File: src/rtl/ghk_pkg.sv
// Shared types and constants for the grid height Kalman update block.
// No dependencies; every other file in rtl/ but ghk_ram imports this package.
package ghk_pkg;

    localparam int DEF_GRID_COLS = 64;
    localparam int DEF_GRID_ROWS = 64;

    localparam logic [31:0] RST_NOISE   = 32'd655;
    localparam logic [15:0] RST_SCALE   = 16'd2560;
    localparam logic [31:0] RST_INITVAR = 32'd6553600;

    localparam int CFG_IDX_W = 2;
    typedef enum logic [CFG_IDX_W-1:0] {
        CFG_NOISE   = 2'd0,
        CFG_SCALE   = 2'd1,
        CFG_INITVAR = 2'd2,
        CFG_NONE    = 2'd3
    } cfg_idx_t;

    // Shared multiplier operands are signed 34 bits so that a signed
    // coordinate and any unsigned 33-bit quantity both fit.
    localparam int MUL_W  = 34;
    localparam int PROD_W = 2 * MUL_W;

    // Grid index is ceil(product / 2^24) of a Q16.16 by Q8.8 product.
    localparam int IDX_SHIFT = 24;
    localparam int IDX_W     = 25;
    localparam logic signed [PROD_W-1:0] CEIL_BIAS =
        PROD_W'((64'd1 << IDX_SHIFT) - 64'd1);

    localparam int GAIN_W = 33;
    localparam int DEN_W  = 65;

    typedef logic signed [MUL_W-1:0]  mul_op_t;
    typedef logic signed [PROD_W-1:0] mul_prod_t;

endpackage

File: src/rtl/ghk_mul.sv
// Shared signed multiplier with a registered product.
// Depends on ghk_pkg for operand and product types.
module ghk_mul (
    input  logic              aclk,
    input  ghk_pkg::mul_op_t   a,
    input  ghk_pkg::mul_op_t   b,
    output ghk_pkg::mul_prod_t prod
);
    import ghk_pkg::*;

    mul_prod_t prod_reg;

    always_ff @(posedge aclk) begin
        prod_reg <= a * b;
    end

    assign prod = prod_reg;
endmodule

File: config.mk
export PLATFORM = sky130hd
export DESIGN_NAME = ghk_mul
export DESIGN_NICKNAME = d
export VERILOG_FILES = /design/src/rtl/ghk_pkg.sv /design/src/rtl/ghk_mul.sv
export SDC_FILE = /design/constraint.sdc
export NUM_CORES = 2
export LEC_CHECK = 0
export BUFFER_PORTS_ARGS = -buffer_cell sky130_fd_sc_hd__buf_4
export CAP_MARGIN = 15
export CORE_MARGIN = 5
export CORE_UTILIZATION = 65
export DETAILED_ROUTE_END_ITERATION = 10
export PLACE_DENSITY = 0.83
export RECOVER_POWER = 50
export SLEW_MARGIN = 25
export SYNTH_ARGS = -nofsm -noshare
export SYNTH_HDL_FRONTEND = slang
export SYNTH_SLANG_ARGS = --single-unit
File: constraint.sdc
create_clock -name aclk -period 13.9 [get_ports aclk]
set_input_delay 0.695 -clock aclk [delete_from_list [all_inputs] [get_ports aclk]]
set_output_delay 0.695 -clock aclk [all_outputs]
set_load 0.005 [all_outputs]
==> flow_summary.toml <==
[outcome]
run_status = "complete, but fails checks"
violations = "max-capacitance violations, max-slew violations"

[synthesis]
synth-seq-cells = 68
syn-instance-count = 4554
synthTopCellsByArea = "fa_1 58%, inv_1 11%, and2_1 9.0%"
synth-edff-count = 0
synthMuxAreaShare_pct = 0
synth_compound_area_share_pct = 3.347
yosysSeqAreaShare_pct = 3.164
synth_xor_area_share_pct = 1.608
synthAdderAreaFrac_pct = 63.67
yosys_most_used_dff = "dfxtp_1"
netlist_area_um2 = 43030
synth_simple_gate_area_share_pct = 15.37
yosysTopAreaCell = "fa_1"
syn_area_per_cell_um2 = 9.448
ys.warnings.count = 0
yosysUniqueCellTypes = 69
async_flop_share_pct = 0
synth_top_family_by_area = "adder cells"
syn_nets = 6068
netlist.area_leader.share_pct = 57.74

[timing]
fin_tns_setup_ns = 0
finalHoldViolCount = 0
fin_crit_ns = 9.006
max_freq_ghz = 0.1110
tightestPinTransition_ns = 2.172
rsz0062_at_grt = "no"
maxSlewViolCount = 35
post-route-period-util_pct = 64.79
finalSetupViolCount = 0
layout_setup_ws_ns = 4.894
relSlewSlack_pct = -44.78
timing.hold.ws_ns = 0.7872

[routing]
drt_iter0_markers = 2634
drt-pass1-iter-count = 5
wirelength_mm = 114.7
drt-wirelength-per-cell_um = 21.44
viasPerCell = 5.765
routed-via-count = 30830
drcViolationCount = 0
drtAntennaViolNets = 0

[critical_path]
cp_common_cell = "fa_1"
crit_path_top_delay_cell = "clkbuf_1"
crit_fanout = 34
critical_path_class = "primary input to flop"
cp_slowest_stage_delay_ns = 1.52
path_cells = "clkbuf_1 > nand2b_1 > fa_1 > fa_1 > inv_1 > fa_1 > fa_1 > fa_1 > fa_1 > fa_1 > inv_1 > fa_1 > inv_1 > ha_1 > nand2_1 > o21bai_1 > a21oi_1 > o21ai_2 > a31oi_1 > o41ai_1 > a31oi_4 > o31ai_4 > a221oi_2 > xnor2_1"
cp.required_ns = 14.19
cp_data_arrival_time_ns = 9.30
start_kind = "primary input"
end_kind = "flop"

[cells_and_area]
finalNetCount = 5991
drive_above_1_share_pct = 4.083
mostFrequentLayoutCell = "fa_1"
final_area_um2 = 44520
largest_register_ffs = 68
multi_input_area_um2 = 36140
fill_cells = 4896
final_cell_mix = "1240 x fa_1, 1230 x inv_1, 620 x and2_1"
regArea_um2 = 1361
syn_to_final_growth_pct = 3.460

[global_route]
grt-ovfl-total = 0
grt_usage_pct = 34.00
antenna_found_initial = 3
grt_pass1_wl_mm = 188.4
grt_pass1_vias = 35610
grt_max_degree = 35

[worst_hold_path]
hold_path_depth = 2
hold_end = "prod[0]"
worstHoldStart = "b[0]"
hp-class = "primary input to flop"

[job]
drv_cap = 1

[floorplan]
io_pins = 137
die_area_um2 = 71440
die_w_um = 267.3
die_h_um = 267.3
start_util_pct = 65.45
rows = 94
core_um2 = 65750

[clock_tree]
cts_buffers = 9
clock-sinks = 68
cts_resized = 0
postCtsSetupRepairBufs = 0
htree_levels = 3
clock_path_buffers = 2
cts_tree = "built"
cts-hold-fix-buffers = 0
clk_pin_slew_ns = 0.08
clockRootBuffer = "clkbuf_16"

[place]
post_dp_cell_area_um2 = 44260
dp_hpwl_mm = 87.69
io_buffers = 136
dp_slack_ns = 5.119
gp_congestion = 0.9438
[area by class of cell]
cell class | instances | share of cell area [%]
Antenna cell | 2 | 0.01124
Clock buffer | 9 | 0.5059
Clock inverter | 7 | 0.1152
Inverter | 1232 | 10.39
Multi-Input combinational cell | 3026 | 81.19
Sequential cell | 68 | 3.058
Tap cell | 864 | 2.428
Timing Repair Buffer | 140 | 2.302
[per-stage QoR]
stage          cells  util [%]
2_1_floorplan   4554         -
3_3_place_gp    5330     67.32
3_5_place_dp    5330     67.32
4_1_cts         5346     67.74
5_1_grt         5346     67.70
6_report        5348     67.71
[per-layer routing]
layer	up-vias	share of wire, %	routed length, µm	track usage [%]
met3	450	10	11940	8.452
met4	0	5.6	6427	15.99
met1	15950	36	40710	43.03
li1	12630	-	-	-
met2	1809	48	55590	55.77
met5	-	0	0	0
[critical path, delay by kind of cell]
| kind | cells | cell delay (ns) |
|---|---|---|
| adders and majority gates | 9 | 4.19 |
| xor gates and xnor gates | 1 | 0.13 |
| buffers and inverters | 4 | 1.66 |
| AOI/OAI and AO/OA | 8 | 2.20 |
| and+or+nand+nor | 2 | 0.39 |
[cell families (layout without fill, tap and decap cells)]
kind of cell | Yosys count | in the layout
other cells | 0 | 2
flops | 68 | 68
simple gates | 1296 | 1296
buf+inv | 1460 | 1388
compound gates | 206 | 206
fa+ha+maj | 1445 | 1445
xor+xnor | 79 | 79
[cell usage after synthesis (2+ instances only)]
master	n
and3_1	5
a31oi_1	7
nand4_1	11
a221oi_1	3
a21oi_2	2
a21oi_1	61
ha_1	204
dfxtp_1	68
xor2_1	23
and2_2	2
o21ai_1	7
a21o_1	37
o31ai_4	2
xnor2_1	56
clkbuf_2	2
buf_1	2
nor2_1	54
o41ai_2	3
and3_2	3
o21a_1	4
buf_4	4
nand2b_1	20
o211ai_1	3
nor2b_1	9
nor3_1	5
nor2_2	2
a31oi_2	2
o221ai_1	2
nand2_1	542
a211o_1	2
clkbuf_1	214
and4_1	2
o21ai_0	31
o21ai_2	2
inv_1	1231
nand3_1	11
buf_2	2
a2111o_1	2
o21bai_1	12
fa_1	1241
and2_1	621
or2_2	4
o41ai_1	3
a211oi_1	6
[how the worst max path moves through the flow]
stage | from | endpoint | slack, ns | depth (start not counted)
after floorplan | a[33] | prod[65] | 5.71 | 24
after global placement | a[33] | prod[67] | 5.17 | 28
after detailed placement | a[33] | prod[61] | 5.12 | 28
after CTS | a[33] | prod[61] | 5.53 | 28
after global routing | a[0] | prod[67] | 4.72 | 24
final | a[0] | prod[66] | 4.89 | 24
Power is not shown: default switching activity piles up to over one toggle a cycle in this logic, so the estimate is an artifact.
