`config.mk`:
```
export PLATFORM = sky130hd
export DESIGN_NAME = ghk_div
export DESIGN_NICKNAME = d
export VERILOG_FILES = /design/src/rtl/ghk_pkg.sv /design/src/rtl/ghk_div.sv
export SDC_FILE = /design/constraint.sdc
export NUM_CORES = 1
export LEC_CHECK = 0
export BUFFER_PORTS_ARGS = -buffer_cell sky130_fd_sc_hd__buf_2
export CAP_MARGIN = 15
export CORE_ASPECT_RATIO = 0.8
export CORE_UTILIZATION = 56
export CTS_CLUSTER_SIZE = 24
export DETAILED_ROUTE_END_ITERATION = 7
export HOLD_SLACK_MARGIN = 0.12
export PLACE_DENSITY = 0.89
export SLEW_MARGIN = 20
export SYNTH_ARGS = -nofsm -noshare
export SYNTH_HDL_FRONTEND = slang
export SYNTH_SLANG_ARGS = --single-unit
export TNS_END_PERCENT = 50
```
`constraint.sdc`:
```
create_clock -name aclk -period 3.6 [get_ports aclk]
set_input_delay 0.36 -clock aclk [delete_from_list [all_inputs] [get_ports aclk]]
set_output_delay 0.36 -clock aclk [all_outputs]
set_load 0.02 [all_outputs]
```
`src/rtl/ghk_pkg.sv`:
```
// Shared types and constants for the grid height Kalman update block.
// No dependencies; every other file in rtl/ but ghk_ram imports this package.
package ghk_pkg;

    localparam int DEF_GRID_COLS = 64;
    localparam int DEF_GRID_ROWS = 64;

    localparam logic [31:0] RST_NOISE   = 32'd655;
    localparam logic [15:0] RST_SCALE   = 16'd2560;
    localparam logic [31:0] RST_INITVAR = 32'd6553600;

    localparam int CFG_IDX_W = 2;
    typedef enum logic [CFG_IDX_W-1:0] {
        CFG_NOISE   = 2'd0,
        CFG_SCALE   = 2'd1,
        CFG_INITVAR = 2'd2,
        CFG_NONE    = 2'd3
    } cfg_idx_t;

    // Shared multiplier operands are signed 34 bits so that a signed
    // coordinate and any unsigned 33-bit quantity both fit.
    localparam int MUL_W  = 34;
    localparam int PROD_W = 2 * MUL_W;

    // Grid index is ceil(product / 2^24) of a Q16.16 by Q8.8 product.
    localparam int IDX_SHIFT = 24;
    localparam int IDX_W     = 25;
    localparam logic signed [PROD_W-1:0] CEIL_BIAS =
        PROD_W'((64'd1 << IDX_SHIFT) - 64'd1);

    localparam int GAIN_W = 33;
    localparam int DEN_W  = 65;

    typedef logic signed [MUL_W-1:0]  mul_op_t;
    typedef logic signed [PROD_W-1:0] mul_prod_t;

endpackage

```
`src/rtl/ghk_div.sv`:
```
// Restoring divider for the Kalman gain: floor(v * 2^32 / den), one bit a cycle.
// Depends on ghk_pkg for widths. Requires den >= v and den != 0.
module ghk_div (
    input  logic                        aclk,
    input  logic                        aresetn,
    input  logic                        start,
    input  logic [31:0]                 v,
    input  logic [ghk_pkg::DEN_W-1:0]   den,
    output logic                        done,
    output logic [ghk_pkg::GAIN_W-1:0]  quot
);
    import ghk_pkg::*;

    logic [DEN_W-1:0]  rem_reg, rem_next;
    logic [GAIN_W-1:0] feed_reg, feed_next;
    logic [GAIN_W-1:0] q_reg, q_next;
    logic [5:0]        cnt_reg, cnt_next;
    logic              done_reg, done_next;
    logic [DEN_W:0]    trial;
    logic [DEN_W:0]    diff;
    logic              fits;

    always_comb begin
        trial     = {rem_reg, feed_reg[GAIN_W-1]};
        diff      = trial - {1'b0, den};
        fits      = (trial >= {1'b0, den});
        rem_next  = rem_reg;
        feed_next = feed_reg;
        q_next    = q_reg;
        cnt_next  = cnt_reg;
        done_next = 1'b0;
        if (start) begin
            // The top bits of v * 2^32 above the quotient range are below den.
            rem_next  = DEN_W'(v[31:1]);
            feed_next = {v[0], 32'd0};
            q_next    = '0;
            cnt_next  = 6'(GAIN_W);
        end else if (cnt_reg != 6'd0) begin
            rem_next  = fits ? diff[DEN_W-1:0] : trial[DEN_W-1:0];
            q_next    = {q_reg[GAIN_W-2:0], fits};
            feed_next = {feed_reg[GAIN_W-2:0], 1'b0};
            cnt_next  = cnt_reg - 6'd1;
            done_next = (cnt_reg == 6'd1);
        end
    end

    always_ff @(posedge aclk) begin
        if (!aresetn) begin
            cnt_reg  <= '0;
            done_reg <= 1'b0;
        end else begin
            cnt_reg  <= cnt_next;
            done_reg <= done_next;
        end
        rem_reg  <= rem_next;
        feed_reg <= feed_next;
        q_reg    <= q_next;
    end

    assign done = done_reg;
    assign quot = q_reg;
endmodule

```
==> impl_metrics.py, run 1 <==
metrics = {
    "outcome": {
        "status": "completed",
    },
    "detailed_routing": {
        "post_drt_wl_per_cell_microns": 16.4,
        "route.detailed.drc": 0,
        "viasPerCell": 6.03,
        "drt_iter0_drc": 1072,
        "routed_wl_mm": 25.5,
        "postRouteAntennaNets": 0,
        "firstDrtPassIters": 6,
        "dr_total_vias": 9386,
    },
    "setup_path": {
        "r2r_start": "rem_reg[26]$_DFFE_PP_",
        "startpoint": "rem_reg[26]$_DFFE_PP_",
        "worstPathRequired_ns": 3.73,
        "critical-path-top-delay-family": "simple AND/OR/NAND/NOR gates",
        "worstPathMaxFanout": 47,
        "crit_chain": "ha_1 > nand4_1 > nor3_1 > nand4_1 > buf_4 > o221ai_1 > nand2_1 > nand3_2 > a31oi_4 > buf_12 > nand2_1 > o21ai_1 > mux2_2",
        "startpoint_type": "flop",
        "cp.arrival_ns": 3.59,
        "crit_path_top_delay_cell": "ha_1",
        "max_stage_delay_ns": 0.44,
        "critPathCaptureType": "flop",
        "crit_type": "reg2reg",
        "critPathBufInv": 2,
    },
    "sta": {
        "slew_headroom_pct": 42.5,
        "finalCritPeriodShare_pct": 96.2,
        "fin_ws_ns": 0.138,
        "setup_violations": 0,
        "worstMarginPinSlew_ns": 0.861,
        "drv_slew": 0,
        "max_freq_mhz": 289,
        "setup_tns_ns": 0,
        "fin_skew_ns": 0.0137,
        "rsz0062_at_grt": "no",
        "whs_ns": 0.255,
        "hold_viol_final": 0,
        "min_period_ns": 3.46,
    },
    "layout": {
        "largest_register_ffs": 65,
        "drive_above_1_share_pct": 17.2,
        "stdcell_area_sq_um": 10400,
        "diodes": 0,
        "finalNetCount": 1506,
        "synthToLayoutAreaGrowth_pct": 14.6,
        "nFillCells": 1407,
        "finalNonFillerCells": 1557,
    },
    "global_route": {
        "grt_usage_pct": 31.0,
        "antenna_found_initial": 0,
        "grt_pass1_wl_mm": 40.9,
        "grt_max_degree": 52,
        "grt_pass1_vias": 8435,
        "overflow": 0,
    },
    "logic_synthesis": {
        "synth_edf_count": 32,
        "synth.top_cell.area_share_pct": 16.4,
        "avgSynthCellArea_sq_um": 7.44,
        "postSynthNetCount": 1385,
        "ys.flop_type": "dfxtp_1",
        "ys_async_sr_fraction_pct": 0,
        "syn_inst": 1216,
        "ys.warnings.count": 0,
        "yosysTopAreaCell": "dfxtp_1",
        "yosysMostFrequentCell": "nand2_1",
        "yosysSeqAreaShare_pct": 27.0,
        "syn_area_sq_um": 9040,
        "ys_ff_latch": 106,
        "synthTopCellsByArea": "dfxtp_1, edfxtp_1, ha_1",
        "synthTopCellsByCount": "nand2_1, a21oi_1, inv_1",
        "yosysUniqueCellTypes": 71,
    },
    "min_path": {
        "hold_start": "aresetn",
        "hold_path_class": "in2reg",
    },
    "clock_tree": {
        "worstSkewPairLatency_ns": 0.37,
        "cts_tree": "done",
        "cts_root_buf": "clkbuf_16",
        "post_cts_buffers": 0,
        "htree_levels": 3,
        "ctsResizeCount": 0,
        "cts_buffers": 9,
        "cts.sinks": 106,
        "clk_pin_slew_worst_paths_ns": 0.09,
        "clk_path_buf_depth": 2,
        "hold_buffers": 0,
    },
    "pwr": {
        "p_per_area_nw_per_um2": 861,
        "irDropWorstVdd_mv": 0.451,
        "p_leak_uw": 0.00475,
    },
    "placement": {
        "place_area_sq_um": 10100,
        "routabilityCongestion": 1.02,
        "io_buffers": 133,
        "dp.cells": 1541,
        "dp_hpwl_mm": 19.2,
        "pre_cts_slack_ns": 0.133,
    },
    "die": {
        "initial_core_util_pct": 57.2,
        "die_area_sq_um": 16700,
        "fp-row-count": 41,
        "core_area_sq_um": 15800,
        "die_x_microns": 144,
        "num_io_pins": 134,
        "die_h_microns": 116,
    },
    "run": {
        "max-cap-violations": 0,
    },
}
[per-layer routing]
metal | vias to the layer above | global-route usage, % | part of all wire (%)
met1 | 4296 | 44.2 | 45
li1 | 4557 | - | -
met2 | 484 | 47.1 | 44
met4 | 0 | 7.66 | 1.8
met3 | 49 | 6.94 | 9.7
met5 | - | 0 | 0
[logic make-up after synthesis]
logic type      after synthesis  synth area share [%]
compound gates              393                  27.9
xor+xnor                     53                  5.13
fa+ha+maj                    69                  9.63
buf+inv                     169                  7.37
flops                       106                  27.0
mux                          19                  2.27
simple gates                407                  20.7
[metrics by stage]
step | utilization [%] | power, uW
finish | 65.6 | 8920
global route | 65.6 | 9570
CTS | 65.5 | 8750
detailed placement | 63.6 | 7680
global placement | 63.6 | 7540
floorplan | - | 6200
[area by class of cell]
class / instances / area [sq um] / share of cell area (%)
sequential: 106 / 2440 / 23.6
inverter: 102 / 383 / 3.69
multi-input combinational: 941 / 5950 / 57.4
clock inverter: 7 / 76.3 / 0.737
tap: 215 / 269 / 2.60
clock buffer: 9 / 225 / 2.17
timing repair buffer: 177 / 1020 / 9.85
[final timing paths]
kind / depth (start not counted) / slack, ns / endpoint
min: 2 / 0.26 / cnt_reg[0]$_SDFFE_PN0P_
min reg2reg: 2 / 0.46 / quot[32]$_SDFFE_PP0N_
max reg2reg: 13 / 0.14 / rem_reg[19]$_DFFE_PP_
max: 13 / 0.14 / rem_reg[19]$_DFFE_PP_
[where the power goes]
part	switching [uW]	internal [uW]	total, uW
registers	280	1670	1950
clock network	543	498	1040
logic	3550	2380	5930
[cell usage in the layout, fill, tap and decap left out, drive strengths merged, types with 3 or more instances in the layout]
cell type	instances
or2	5
nand2b	4
nand3b	4
and3	9
o21ai	73
or3	13
a21boi	6
xnor2	31
edfxtp	32
o22ai	3
o211a	10
a21oi	152
nand4	28
a2111oi	5
ha	68
o21a	17
a311oi	7
o211ai	17
nor2	93
nor4	7
a31oi	12
inv	107
o31ai	7
o21bai	17
clkbuf	9
buf	177
and2	5
nor2b	9
xor2	22
nand3	18
a21o	22
nor3	30
a211oi	26
mux2	12
or4	3
nand2	174
o2111ai	3
mux2i	7
dfxtp	74
[worst reg2reg max path: stages, from the launching register on]
cell      delay (ns)
edfxtp_1        0.43
ha_1            0.44
nand4_1         0.23
nor3_1          0.23
nand4_1         0.20
buf_4           0.19
o221ai_1        0.34
nand2_1         0.18
nand3_2         0.12
a31oi_4         0.18
buf_12          0.24
nand2_1         0.12
o21ai_1         0.06
mux2_2          0.27
Note: power is estimated with default switching activity, not from simulation.
==> inputs of run 2 (changes only) <==
CORE_UTILIZATION = 30   (was 56)
PLACE_DENSITY = 0.57   (was 0.89)
==> run 2 against run 1 <==
  * Flip-flop and latch count unchanged
  * Critical path depth did not move
  * Core utilization is 30 points lower
  * Via count shrank 3.7%
  * Final cell count increased by 12%
  * Cell area increased by 2.7%
  * Clock skew grew 0.00063 ns
  * Sequential share of layout area is 0.61 points lower
==> impl_metrics.py, run 2 (synthesis results as in run 1) <==
metrics = {
    "outcome": {
        "status": "completed",
    },
    "clock_tree": {
        "cts_buffers": 9,
        "clk_path_buf_depth": 2,
        "cts.sinks": 106,
        "worstSkewPairLatency_ns": 0.38,
        "hold_buffers": 0,
        "cts_tree": "done",
        "post_cts_buffers": 0,
        "cts_root_buf": "clkbuf_16",
        "htree_levels": 3,
        "clk_pin_slew_worst_paths_ns": 0.08,
        "ctsResizeCount": 0,
    },
    "setup_path": {
        "crit_chain": "inv_1 > ha_1 > fa_1 > nor2b_2 > o211ai_1 > a31oi_2 > o22ai_1 > o2111ai_2 > a21oi_1 > o21ai_0 > o21a_1 > o31a_1 > a211oi_2",
        "crit_type": "reg2reg",
        "cp.arrival_ns": 3.75,
        "startpoint_type": "flop",
        "r2r_start": "feed_reg[32]$_SDFFCE_PN0P_",
        "max_stage_delay_ns": 0.46,
        "worstPathMaxFanout": 5,
        "critPathCaptureType": "flop",
        "crit_path_top_delay_cell": "a21oi_1",
        "worstPathRequired_ns": 3.89,
        "startpoint": "feed_reg[32]$_SDFFCE_PN0P_",
    },
    "detailed_routing": {
        "m1WireLength_mm": 14.3,
        "routed_wl_mm": 27.9,
        "wl_met2_mm": 11.7,
        "drt_iter0_drc": 606,
        "firstDrtPassIters": 5,
        "post_drt_wl_per_cell_microns": 15.9,
        "met3RoutedLength_mm": 1.52,
        "top_layer_used": "met4",
        "dr_total_vias": 9035,
        "route.detailed.drc": 0,
        "viasPerCell": 5.16,
        "postRouteAntennaNets": 0,
    },
    "global_route": {
        "grt_pass1_wl_mm": 44.5,
        "overflow": 0,
        "grt_usage_pct": 18.1,
        "antenna_found_initial": 0,
        "grt_pass1_vias": 8546,
        "grt_max_degree": 89,
    },
    "die": {
        "core_area_sq_um": 29500,
        "die_area_sq_um": 30800,
        "initial_core_util_pct": 30.7,
        "die_x_microns": 196,
        "die_h_microns": 157,
        "num_io_pins": 134,
        "fp-row-count": 56,
    },
    "min_path": {
        "hold_path_class": "in2reg",
        "hold_start": "aresetn",
    },
    "layout": {
        "drive_above_1_share_pct": 17.5,
        "largest_register_ffs": 65,
        "final_common_cell": "nand2_1",
        "layout_common_cells": "nand2_1, a21oi_1, buf_2",
        "diodes": 0,
        "final_core_util_pct": 36.1,
        "synthToLayoutAreaGrowth_pct": 17.6,
        "finalNetCount": 1509,
    },
    "run": {
        "max-cap-violations": 0,
    },
    "sta": {
        "slew_headroom_pct": 29.1,
        "drv_slew": 0,
        "rsz0062_at_grt": "no",
        "finalCritPeriodShare_pct": 96.0,
        "fin_skew_ns": 0.0143,
        "min_period_ns": 3.46,
        "setup_violations": 0,
        "max_freq_mhz": 289,
        "hold_viol_final": 0,
        "setup_tns_ns": 0,
        "worstMarginPinSlew_ns": 1.06,
    },
    "placement": {
        "routabilityCongestion": 0.874,
        "io_buffers": 133,
        "dp_hpwl_mm": 21.3,
    },
    "pwr": {
        "p_leak_uw": 0.00476,
        "irDropWorstVdd_mv": 0.331,
        "p_per_area_nw_per_um2": 838,
    },
}
-- run 2: cell types whose count changed in the layout (fill, tap and decap cells not counted), sizes merged --
| cell | previous run | this run |
|---|---|---|
| buf | 177 | 180 |
| clkbuf | 9 | 10 |
| inv | 107 | 105 |
| clkinv | 2 | 3 |
-- run 2: power by group --
part           internal [uW]  switching [uW]  total [uW]
registers               1670             266        1930
logic                   2420            3510        5940
clock network            489             556        1050
-- run 2: area by class of cell --
class | count | area, sq um
fillers | 3208 | 18900
multi-input cells | 941 | 5960
flip-flops and latches | 106 | 2440
repair buffers | 180 | 1060
well taps | 406 | 508
inverters | 102 | 383
clock buffers | 10 | 229
clock inverters | 6 | 57.6
-- run 2: worst max-delay path: cells and delay by family, from the launching register on --
family,cells,cell delay (ns)
AO/OA/AOI/OAI,9,2.45
adder cells (fa/ha/maj),2,0.40
buffers and inverters,1,0.07
flip-flops,1,0.40
AND/OR/NAND/NOR,1,0.06
-- run 2: metal layers --
layer / GRT usage (%) / vias up
li1: - / 4577
met1: 26.4 / 4202
met2: 27.4 / 231
met3: 3.56 / 25
met5: 0 / -
met4: 3.76 / 0
-- run 2: per-stage QoR --
step | std cells | hold WS, ns | power, uW | setup WS, ns | cell area, sq um
5_1_grt | 1751 | 0.246 | 9730 | 0.0102 | 10600
3_3_place_gp | 1735 | 0.437 | 7750 | 0.103 | 10300
4_1_cts | 1751 | 0.247 | 8870 | 0.123 | 10600
2_1_floorplan | 1216 | 0.442 | 6200 | 0.444 | 9040
6_report | 1751 | 0.258 | 8910 | 0.143 | 10600
3_5_place_dp | 1735 | 0.457 | 7780 | 0.0534 | 10300
-- run 2: worst paths after layout --
path	endpoint	slack, ns	depth (start not counted)
min reg2reg	quot[21]$_SDFFE_PP0N_	0.46	2
max	rem_reg[60]$_SDFFE_PP0N_	0.14	13
max reg2reg	rem_reg[60]$_SDFFE_PP0N_	0.14	13
min	cnt_reg[0]$_SDFFE_PN0P_	0.26	2
==> inputs of run 3 (changes only) <==
CTS_BUF_LIST = sky130_fd_sc_hd__clkbuf_4 sky130_fd_sc_hd__clkbuf_8   (was not set)
==> run 3 against run 2 <==
  * Core utilization shrank 0.33 points
  * Largest power group unchanged
  * Worst hold slack lost 0.048 ns
  * Clock-buffer cell count is the same
==> impl_metrics.py, run 3 (synthesis results as in run 1) <==
metrics = {
    "outcome": {
        "status": "completed",
    },
    "sta": {
        "setup_violations": 0,
        "finalCritPeriodShare_pct": 96.5,
        "fin_skew_ns": 0.0160,
        "setup_tns_ns": 0,
        "slew_headroom_pct": 28.6,
        "hold_viol_final": 0,
        "max_freq_mhz": 288,
        "min_period_ns": 3.47,
        "drv_slew": 0,
        "fin_ws_ns": 0.126,
        "rsz0062_at_grt": "no",
        "worstMarginPinSlew_ns": 1.07,
    },
    "setup_path": {
        "crit_type": "reg2reg",
        "reg2reg_depth": 13,
        "critPathCaptureType": "flop",
        "worstPathRequired_ns": 3.94,
        "cp.arrival_ns": 3.82,
        "startpoint_type": "flop",
        "worstPathMaxFanout": 5,
    },
    "placement": {
        "dp_hpwl_mm": 21.3,
        "dp.cells": 1735,
        "routabilityCongestion": 0.874,
        "io_buffers": 133,
        "pre_cts_slack_ns": 0.0534,
    },
    "layout": {
        "synthToLayoutAreaGrowth_pct": 16.5,
        "finalNonFillerCells": 1751,
        "finalNetCount": 1509,
        "drive_above_1_share_pct": 17.5,
        "final_core_util_pct": 35.7,
        "diodes": 0,
        "final_common_cell": "nand2_1",
        "largest_register_ffs": 65,
        "layout_common_cells": "nand2_1, a21oi_1, buf_2",
    },
    "clock_tree": {
        "post_cts_buffers": 0,
        "cts.sinks": 106,
        "cts_buffers": 9,
        "cts_root_buf": "clkbuf_8",
        "cts_tree": "done",
        "worstSkewPairLatency_ns": 0.41,
        "clk_path_buf_depth": 2,
        "ctsResizeCount": 0,
        "htree_levels": 3,
        "hold_buffers": 0,
        "clk_pin_slew_worst_paths_ns": 0.12,
    },
    "global_route": {
        "grt_usage_pct": 18.1,
        "grt_pass1_vias": 8566,
        "overflow": 0,
        "grt_pass1_wl_mm": 44.5,
        "grt_max_degree": 89,
        "antenna_found_initial": 0,
    },
    "detailed_routing": {
        "route.detailed.drc": 0,
        "drt_iter0_drc": 557,
        "firstDrtPassIters": 5,
        "routed_wl_mm": 27.7,
        "viasPerCell": 5.17,
        "dr_total_vias": 9058,
        "postRouteAntennaNets": 0,
        "post_drt_wl_per_cell_microns": 15.8,
    },
    "pwr": {
        "p_per_area_nw_per_um2": 821,
        "power_uw": 8660,
        "p_leak_uw": 0.00472,
        "irDropWorstVdd_mv": 0.269,
    },
    "min_path": {
        "hold_path_class": "in2reg",
        "whs_path_depth": 2,
    },
    "die": {
        "core_area_sq_um": 29500,
        "fp-row-count": 56,
        "initial_core_util_pct": 30.7,
        "die_x_microns": 196,
        "die_h_microns": 157,
        "num_io_pins": 134,
        "die_area_sq_um": 30800,
    },
    "run": {
        "max-cap-violations": 0,
    },
}
[run 3: report_power, final]
part / internal (uW) / leakage [uW] / total [uW] / switching, uW
sequential: 1660 / 0.000936 / 1930 / 265
combinational: 2420 / 0.00369 / 5930 / 3510
clock: 277 / 0.0000983 / 797 / 520
[run 3: final timing paths]
check             slack, ns                       start                        to
hold reg to reg        0.47       quot[21]$_SDFFE_PP0N_     quot[21]$_SDFFE_PP0N_
hold / removal         0.21                     aresetn   cnt_reg[0]$_SDFFE_PN0P_
setup reg to reg       0.13  feed_reg[32]$_SDFFCE_PN0P_  rem_reg[60]$_SDFFE_PP0N_
setup / recovery       0.13  feed_reg[32]$_SDFFCE_PN0P_  rem_reg[60]$_SDFFE_PP0N_
[run 3: critical path, stage by stage, from the launching register on]
cell and delay (ns):
edfxtp_1 0.41, inv_1 0.07, ha_1 0.18, fa_1 0.22, nor2b_2 0.06, o211ai_1 0.24
a31oi_2 0.18, o22ai_1 0.45, o2111ai_2 0.23, a21oi_1 0.47, o21ai_0 0.22, o21a_1 0.20
o31a_1 0.28, a211oi_2 0.20
[run 3: area by class of cell]
class,instances,area (sq um)
Multi-Input combinational cell,941,5960
Fill cell,3225,19000
Tap cell,406,508
Inverter,102,383
Clock inverter,6,57.6
Sequential cell,106,2440
Clock buffer,10,131
Timing Repair Buffer,180,1060
[run 3: per-stage QoR]
stage	cell area, sq um	hold WS, ns
finish	10500	0.210
global route	10500	0.188
CTS	10500	0.189
detailed placement	10300	0.457
global placement	10300	0.437
floorplan	9040	0.442
[run 3: routing by layer]
| metal | vias to the layer above | routed length, microns | GRT usage [%] |
|---|---|---|---|
| met3 | 19 | 1630 | 3.34 |
| met5 | - | 0 | 0 |
| met2 | 240 | 11700 | 27.3 |
| li1 | 4582 | - | - |
| met4 | 0 | 294 | 3.91 |
| met1 | 4217 | 14100 | 26.4 |
